[config.mk]
export PLATFORM = sky130hd
export DESIGN_NAME = fce_sector
export DESIGN_NICKNAME = d
export VERILOG_FILES = /design/src/hdl/fce_pkg.sv /design/src/hdl/fce_sector.sv
export SDC_FILE = /design/constraint.sdc
export NUM_CORES = 1
export LEC_CHECK = 0
export BUFFER_PORTS_ARGS = -buffer_cell sky130_fd_sc_hd__buf_2
export CAP_MARGIN = 20
export CORE_MARGIN = 2
export CORE_UTILIZATION = 55
export DETAILED_ROUTE_END_ITERATION = 12
export GPL_TIMING_DRIVEN = 1
export PLACE_DENSITY = 0.95
export SETUP_SLACK_MARGIN = 0.4
export SYNTH_ARGS = -nofsm -noshare
export SYNTH_HDL_FRONTEND = slang
export SYNTH_SLANG_ARGS = --single-unit
[constraint.sdc]
create_clock -name vclk -period 4
set_input_delay 0.4 -clock vclk [all_inputs]
set_output_delay 0.4 -clock vclk [all_outputs]
set_load 0.005 [all_outputs]
[src/hdl/fce_pkg.sv]
// ----------------------------------------------------------------------------
// fce_pkg - shared definitions for the FAT12 cluster chain engine
// Field widths, FAT12 marker values, request kinds and sequencer states.
// ----------------------------------------------------------------------------
package fce_pkg;

   // Field widths
   localparam int ENTRY_W   = 12;   // one FAT12 entry / cluster number
   localparam int LIMIT_W   = 13;   // allocation limit, holds 4096
   localparam int KIND_W    = 2;
   localparam int MASK_BITS = 12;   // sectors reported in the mask

   // FAT12 marker values
   localparam logic [ENTRY_W-1:0] END_MARK      = 12'hFFF;
   localparam logic [ENTRY_W-1:0] CHAIN_END_MIN = 12'hFF0;
   localparam logic [ENTRY_W-1:0] FREE_ENTRY    = 12'h000;
   localparam logic [ENTRY_W-1:0] FIRST_DATA_CL = 12'd2;

   // Register reset and parameter defaults
   localparam logic [LIMIT_W-1:0] RESET_ALLOC_LIMIT = 13'd2880;
   localparam int DEF_NUM_ENTRIES  = 4096;
   localparam int DEF_SECTOR_BYTES = 512;

   // Request kinds
   typedef enum logic [KIND_W-1:0] {
      KIND_READ  = 2'd0,
      KIND_WRITE = 2'd1,
      KIND_ALLOC = 2'd2,
      KIND_FREE  = 2'd3
   } kind_type;

   // Sequencer states
   typedef enum logic [3:0] {
      ST_CLEAR,      // zero the table after reset
      ST_IDLE,       // wait for a request word
      ST_DISPATCH,   // decode request
      ST_RDATA,      // read data returns
      ST_ASCAN,      // allocation: bound check, issue read
      ST_ACHK,       // allocation: test entry
      ST_FCHK,       // free: end check, issue read
      ST_FWR,        // free: zero entry, follow link
      ST_DONE        // hand result to output register
   } state_type;

endpackage

[src/hdl/fce_sector.sv]
// ----------------------------------------------------------------------------
// fce_sector - FAT sector touch mask for one cluster
// Entry c sits at packed byte c/2*3 + (c&1) and the byte after it; the
// mask flags the sectors holding those two bytes (sectors 0..11 only).
// ----------------------------------------------------------------------------
module fce_sector #(
   parameter int SECTOR_BYTES = fce_pkg::DEF_SECTOR_BYTES
) (
   input  logic [fce_pkg::ENTRY_W-1:0]   cluster,
   output logic [fce_pkg::MASK_BITS-1:0] sector_bits
);

   localparam int BOUND_W = 17;   // holds MASK_BITS * 4096

   logic [fce_pkg::ENTRY_W-1:0] half_cl;
   logic [BOUND_W-1:0]          byte_lo;
   logic [BOUND_W-1:0]          byte_hi;

   // byte offset = half*3 + odd bit
   assign half_cl = cluster >> 1;
   assign byte_lo = BOUND_W'(half_cl) + (BOUND_W'(half_cl) << 1)
                    + BOUND_W'(cluster[0]);
   assign byte_hi = byte_lo + BOUND_W'(1);

   // One range compare per reported sector
   for (genvar i = 0; i < fce_pkg::MASK_BITS; i++) begin : g_sec
      localparam logic [BOUND_W-1:0] SEC_LO = BOUND_W'(i * SECTOR_BYTES);
      localparam logic [BOUND_W-1:0] SEC_HI = BOUND_W'((i + 1) * SECTOR_BYTES);
      assign sector_bits[i] = ((byte_lo >= SEC_LO) && (byte_lo < SEC_HI)) ||
                              ((byte_hi >= SEC_LO) && (byte_hi < SEC_HI));
   end

endmodule

Word level (Yosys, flattened, before mapping)
Index checks and enable logic that the tools add are counted.
{"block": "totals", "reg_bits": 0, "inputBits": 12, "out_inout_bits": 12, "word_cells": 87}
{"block": "classes", "n_addsub": 3, "n_lt_le_gt_ge": 48, "n_reduce_logical": 36}
{"operator": "$lt A15 B13 Y1 const B", "count": 5}
{"operator": "$lt A14 B13 Y1 const B", "count": 5}
{"operator": "$ge A15 B12 Y1 const B", "count": 4}
{"operator": "$ge A15 B13 Y1 const B", "count": 4}
{"operator": "$lt A15 B12 Y1 const B", "count": 4}
{"operator": "$ge A14 B12 Y1 const B", "count": 4}
{"operator": "$ge A14 B13 Y1 const B", "count": 4}
{"operator": "$lt A14 B12 Y1 const B", "count": 4}
{"operator": "$ge A15 B11 Y1 const B", "count": 2}
{"operator": "$lt A15 B11 Y1 const B", "count": 2}
{"operator": "$ge A14 B11 Y1 const B", "count": 2}
{"operator": "$lt A14 B11 Y1 const B", "count": 2}
{"operator": "$logic_and A1 B1 Y1", "count": 24}
{"operator": "$add A14 B1 Y15 const B", "count": 1}
{"operator": "$ge A15 B1 Y1 const B", "count": 1}
{"operator": "$ge A15 B10 Y1 const B", "count": 1}
{"operator": "$lt A15 B10 Y1 const B", "count": 1}
{"operator": "$add A13 B1 Y14", "count": 1}
{"operator": "$ge A14 B1 Y1 const B", "count": 1}
{"operator": "$ge A14 B10 Y1 const B", "count": 1}
{"operator": "$lt A14 B10 Y1 const B", "count": 1}
{"operator": "$add A11 B12 Y13", "count": 1}
{"operator": "$logic_or A1 B1 Y1", "count": 12}

Longest topological paths before layout
{"block": "logic_depth", "depth_word": 6, "depth_mapped": 9, "depth_no_buf": 9}

Worst setup path after synthesis
Ideal clock, no wire load.
{"block": "synth_path", "kind": "input to output", "from": "input port cluster[0] in the netlist's numbering", "to": "output port sector_bits[2] in the netlist's numbering", "arrival_time_ns": 2.280, "required_time_ns": 3.600, "slack_ns": 1.320, "path_stages": 9, "path_buffers": 0, "path_cell_list": "ha_1 > inv_1 > fa_1 > nor2b_1 > o2111ai_1 > a21o_1 > a211oi_4 > nand4_2 > a211oi_2"}
{"block": "synth_between", "elab_chain_len": 5, "word_cells_on_any_way": 9, "cone_classes": "add/sub (2); order compare (4); reduce/logical (3)"}
{"item": "from (decl)", "line": "fce_sector.sv:9", "rtl": "input logic [fce_pkg::ENTRY_W-1:0] cluster,"}
{"item": "$add A13 B1 Y14 *", "line": "fce_sector.sv:22", "rtl": "+ BOUND_W'(cluster[0]);"}
{"item": "$add A14 B1 Y15", "line": "fce_sector.sv:23", "rtl": "assign byte_hi = byte_lo + BOUND_W'(1);"}
{"item": "$ge A15 B11 Y1 / $lt A15 B11 Y1 (equally long branches)", "line": "fce_sector.sv:30", "rtl": "((byte_hi >= SEC_LO) && (byte_hi < SEC_HI));"}
{"item": "$logic_and A1 B1 Y1", "line": "fce_sector.sv:30"}
{"item": "$logic_or A1 B1 Y1 *", "line": "fce_sector.sv:29", "rtl": "assign sector_bits[i] = ((byte_lo >= SEC_LO) && (byte_lo < SEC_HI)) ||"}
{"item": "to (decl)", "line": "fce_sector.sv:10", "rtl": "output logic [fce_pkg::MASK_BITS-1:0] sector_bits"}
Every way passes the cells marked *; elsewhere a longest branch is shown, timed or not.

Worst setup path in the final report
{"block": "layout_path", "from": "input port cluster[1] in the netlist's numbering", "to": "output port sector_bits[2] in the netlist's numbering"}
{"block": "layout_between", "elab_chain_len": 6, "word_cells_on_any_way": 10, "cone_classes": "add/sub (3); order compare (4); reduce/logical (3)"}
{"item": "$add A11 B12 Y13 *", "line": "fce_sector.sv:21", "rtl": "assign byte_lo = BOUND_W'(half_cl) + (BOUND_W'(half_cl) << 1)"}
{"item": "$add A13 B1 Y14 *", "line": "fce_sector.sv:22"}
{"item": "$add A14 B1 Y15", "line": "fce_sector.sv:23"}
{"item": "$ge A15 B11 Y1 / $lt A15 B11 Y1 (equally long branches)", "line": "fce_sector.sv:30"}
{"item": "$logic_and A1 B1 Y1", "line": "fce_sector.sv:30"}
{"item": "$logic_or A1 B1 Y1 *", "line": "fce_sector.sv:29"}
Marked as above.

==> run metrics <==
top cell type by total area after synthesis ha_1; CP Launch Type input pin; RSZ-0062 raised after global routing no; Yosys cell types 48; via density per instance 6.35; GPL Wtd Cong 0.866; FMAX 0.322 GHz; Gates resized, CTS repair 0; max-slew violations 0; Ports 24; crit path capture type output pin; met1 Use GR 0.261; footprint of the multi-input gates 818 sq um; Clock buffer cells 0; Syn Nets 128; total power 0.158 mW; critical setup path kind in -> out; Max FO, Critical Path 9; Tmin final 3.10 ns; fin crit share 0.776; hold buffer count at CTS 0; Yosys warnings 0; met2 GRT Util 0.397; Final ANT Viol Nets 0; DP Wirelength 1630 um; Die ar. 1870 sq um; largest family of logic cells by synthesized area compound AO/OA/AOI/OAI gates; Worst VDD drop 0.000105 V; Synth Area in Compound Gates 0.394; Synth top area share 0.192; slew margin rel. 0.609; cell count after synthesis 102; PD cells 162 nW/um^2; antenna diode count 0; post-synthesis mux area share 0.0118; Fin. Hold Viols 0; met3 Resource Use GR 0; Die W 43.3 um; Hold Path Cell Cnt 8; final WL 1910 um; Seq cells 0; most common cell in the synthesized netlist ha_1; Sum Neg Setup Slack 0 ns; CP Data Arrival Time 2.70 ns; # setup viols final 0; NumNets Final 153; Initial Util 0.577; Max Cap Violations 0; via count 896; drt wl/cell 13.5 um; Hold Crit Endpoint sector_bits[11]; Std-Cell Rows 14; initial antenna violation count 0; Hold Path Class in -> out; core area 1470 sq um; most frequent cells after synthesis ha_1 (13), a21oi_1 (12), nand2_1 (6); total gr overflow 0; outcome completed; largest net degree at the start of global routing 10; first-pass GRT wire length 3150 um; IO buf count 24; area grow syn2layout 15.2%; GRT Overall Usage 0.206; sequential cell area 0 sq um; adder-cell share of the synthesized area 0.215; first drt pass iteration count 4; post-CTS setup buffer count 0; number of global-route vias before repair 772; Simple-Gate Fraction of Synth Area 0.302; Die Ht 43.3 um; most used routing layer in global routing met2; fill count 133; post-synthesis cell area 848 sq um; largest cells by area after synthesis ha_1 (19%), a21oi_1 (7.1%), a21o_1 (4.4%); register area share after synthesis 0; Worst EP required 3.60 ns; Post-Synth XOR/XNOR Area 0.0413; static leakage 0.473 nW; DR iter-0 viols 15; worst slew pin tran 0.586 ns; ratio of cells with drive above 1 in the final layout 0.320; Worst Hold Launch cluster[11]; syn avg cell area 8.32 sq um; DRC Markers 0
==> stage by stage <==
stage	hold WS, ns	std cells	setup WS [ns]	utilization	cell area, sq um
2_1_floorplan	1.20	102	1.32	-	848
3_3_place_gp	1.53	141	0.989	0.664	977
3_5_place_dp	1.57	141	0.911	0.664	977
4_1_cts	1.57	141	0.898	0.664	977
5_1_grt	1.63	141	0.678	0.664	977
6_report	1.58	141	0.898	0.664	977
==> worst max-delay path by stage <==
stage                     from               to  slack, ns
floorplan           cluster[0]   sector_bits[2]       1.32
global placement    cluster[1]   sector_bits[2]       0.99
detailed placement  cluster[1]   sector_bits[2]       0.91
CTS                 cluster[1]   sector_bits[2]       0.90
global route        cluster[1]  sector_bits[11]       0.68
finish              cluster[1]   sector_bits[2]       0.90
==> per-layer routing <==
layer  part of all wire  routed length, um  up-vias
li1                   -                  -      451
met3              0.028                 53        4
met2               0.53               1020       23
met1               0.43                817      418
met5                  0                  0        -
met4              0.010                 20        0
==> final cells by class <==
class,instances,share of cell area
Inverter,5,0.0192
Multi-Input combinational cell,96,0.837
Tap cell,16,0.0205
Timing Repair Buffer,24,0.123
==> cells by family (layout without fill, tap and decap cells) <==
| logic type | Yosys count | after routing |
|---|---|---|
| AOI/OAI and AO/OA | 38 | 38 |
| and+or+nand+nor | 39 | 39 |
| adders and majority gates | 14 | 14 |
| xor gates and xnor gates | 4 | 4 |
| muxes | 1 | 1 |
| buffers and inverters | 6 | 29 |
==> cell usage in the layout, fill, tap and decap left out, types with 2 or more instances in the layout <==
cell,instances
buf_2,24
ha_1,13
a21oi_1,12
nand2_1,6
inv_1,5
a21o_1,5
nor3_1,5
nand3_1,4
nor2_1,4
and3_1,3
xor2_1,3
nand4_1,2
a211oi_2,2
o21ai_0,2
or2_1,2
==> power breakdown <==
group | leakage (nW) | switching [mW] | internal, mW
Combinational | 0.473 | 0.0911 | 0.0667
Sequential | 0 | 0 | 0
Clock | 0 | 0 | 0
Total | 0.473 | 0.0911 | 0.0667
==> critical path, stage by stage <==
cell       delay (ns)
buf_2            0.10
ha_1             0.17
inv_1            0.06
fa_1             0.39
nor2b_1          0.17
o2111ai_1        0.19
a21o_1           0.26
a211oi_4         0.41
nand4_2          0.18
a211oi_2         0.23
buf_2            0.13
Note: power is estimated with default switching activity, not from simulation.
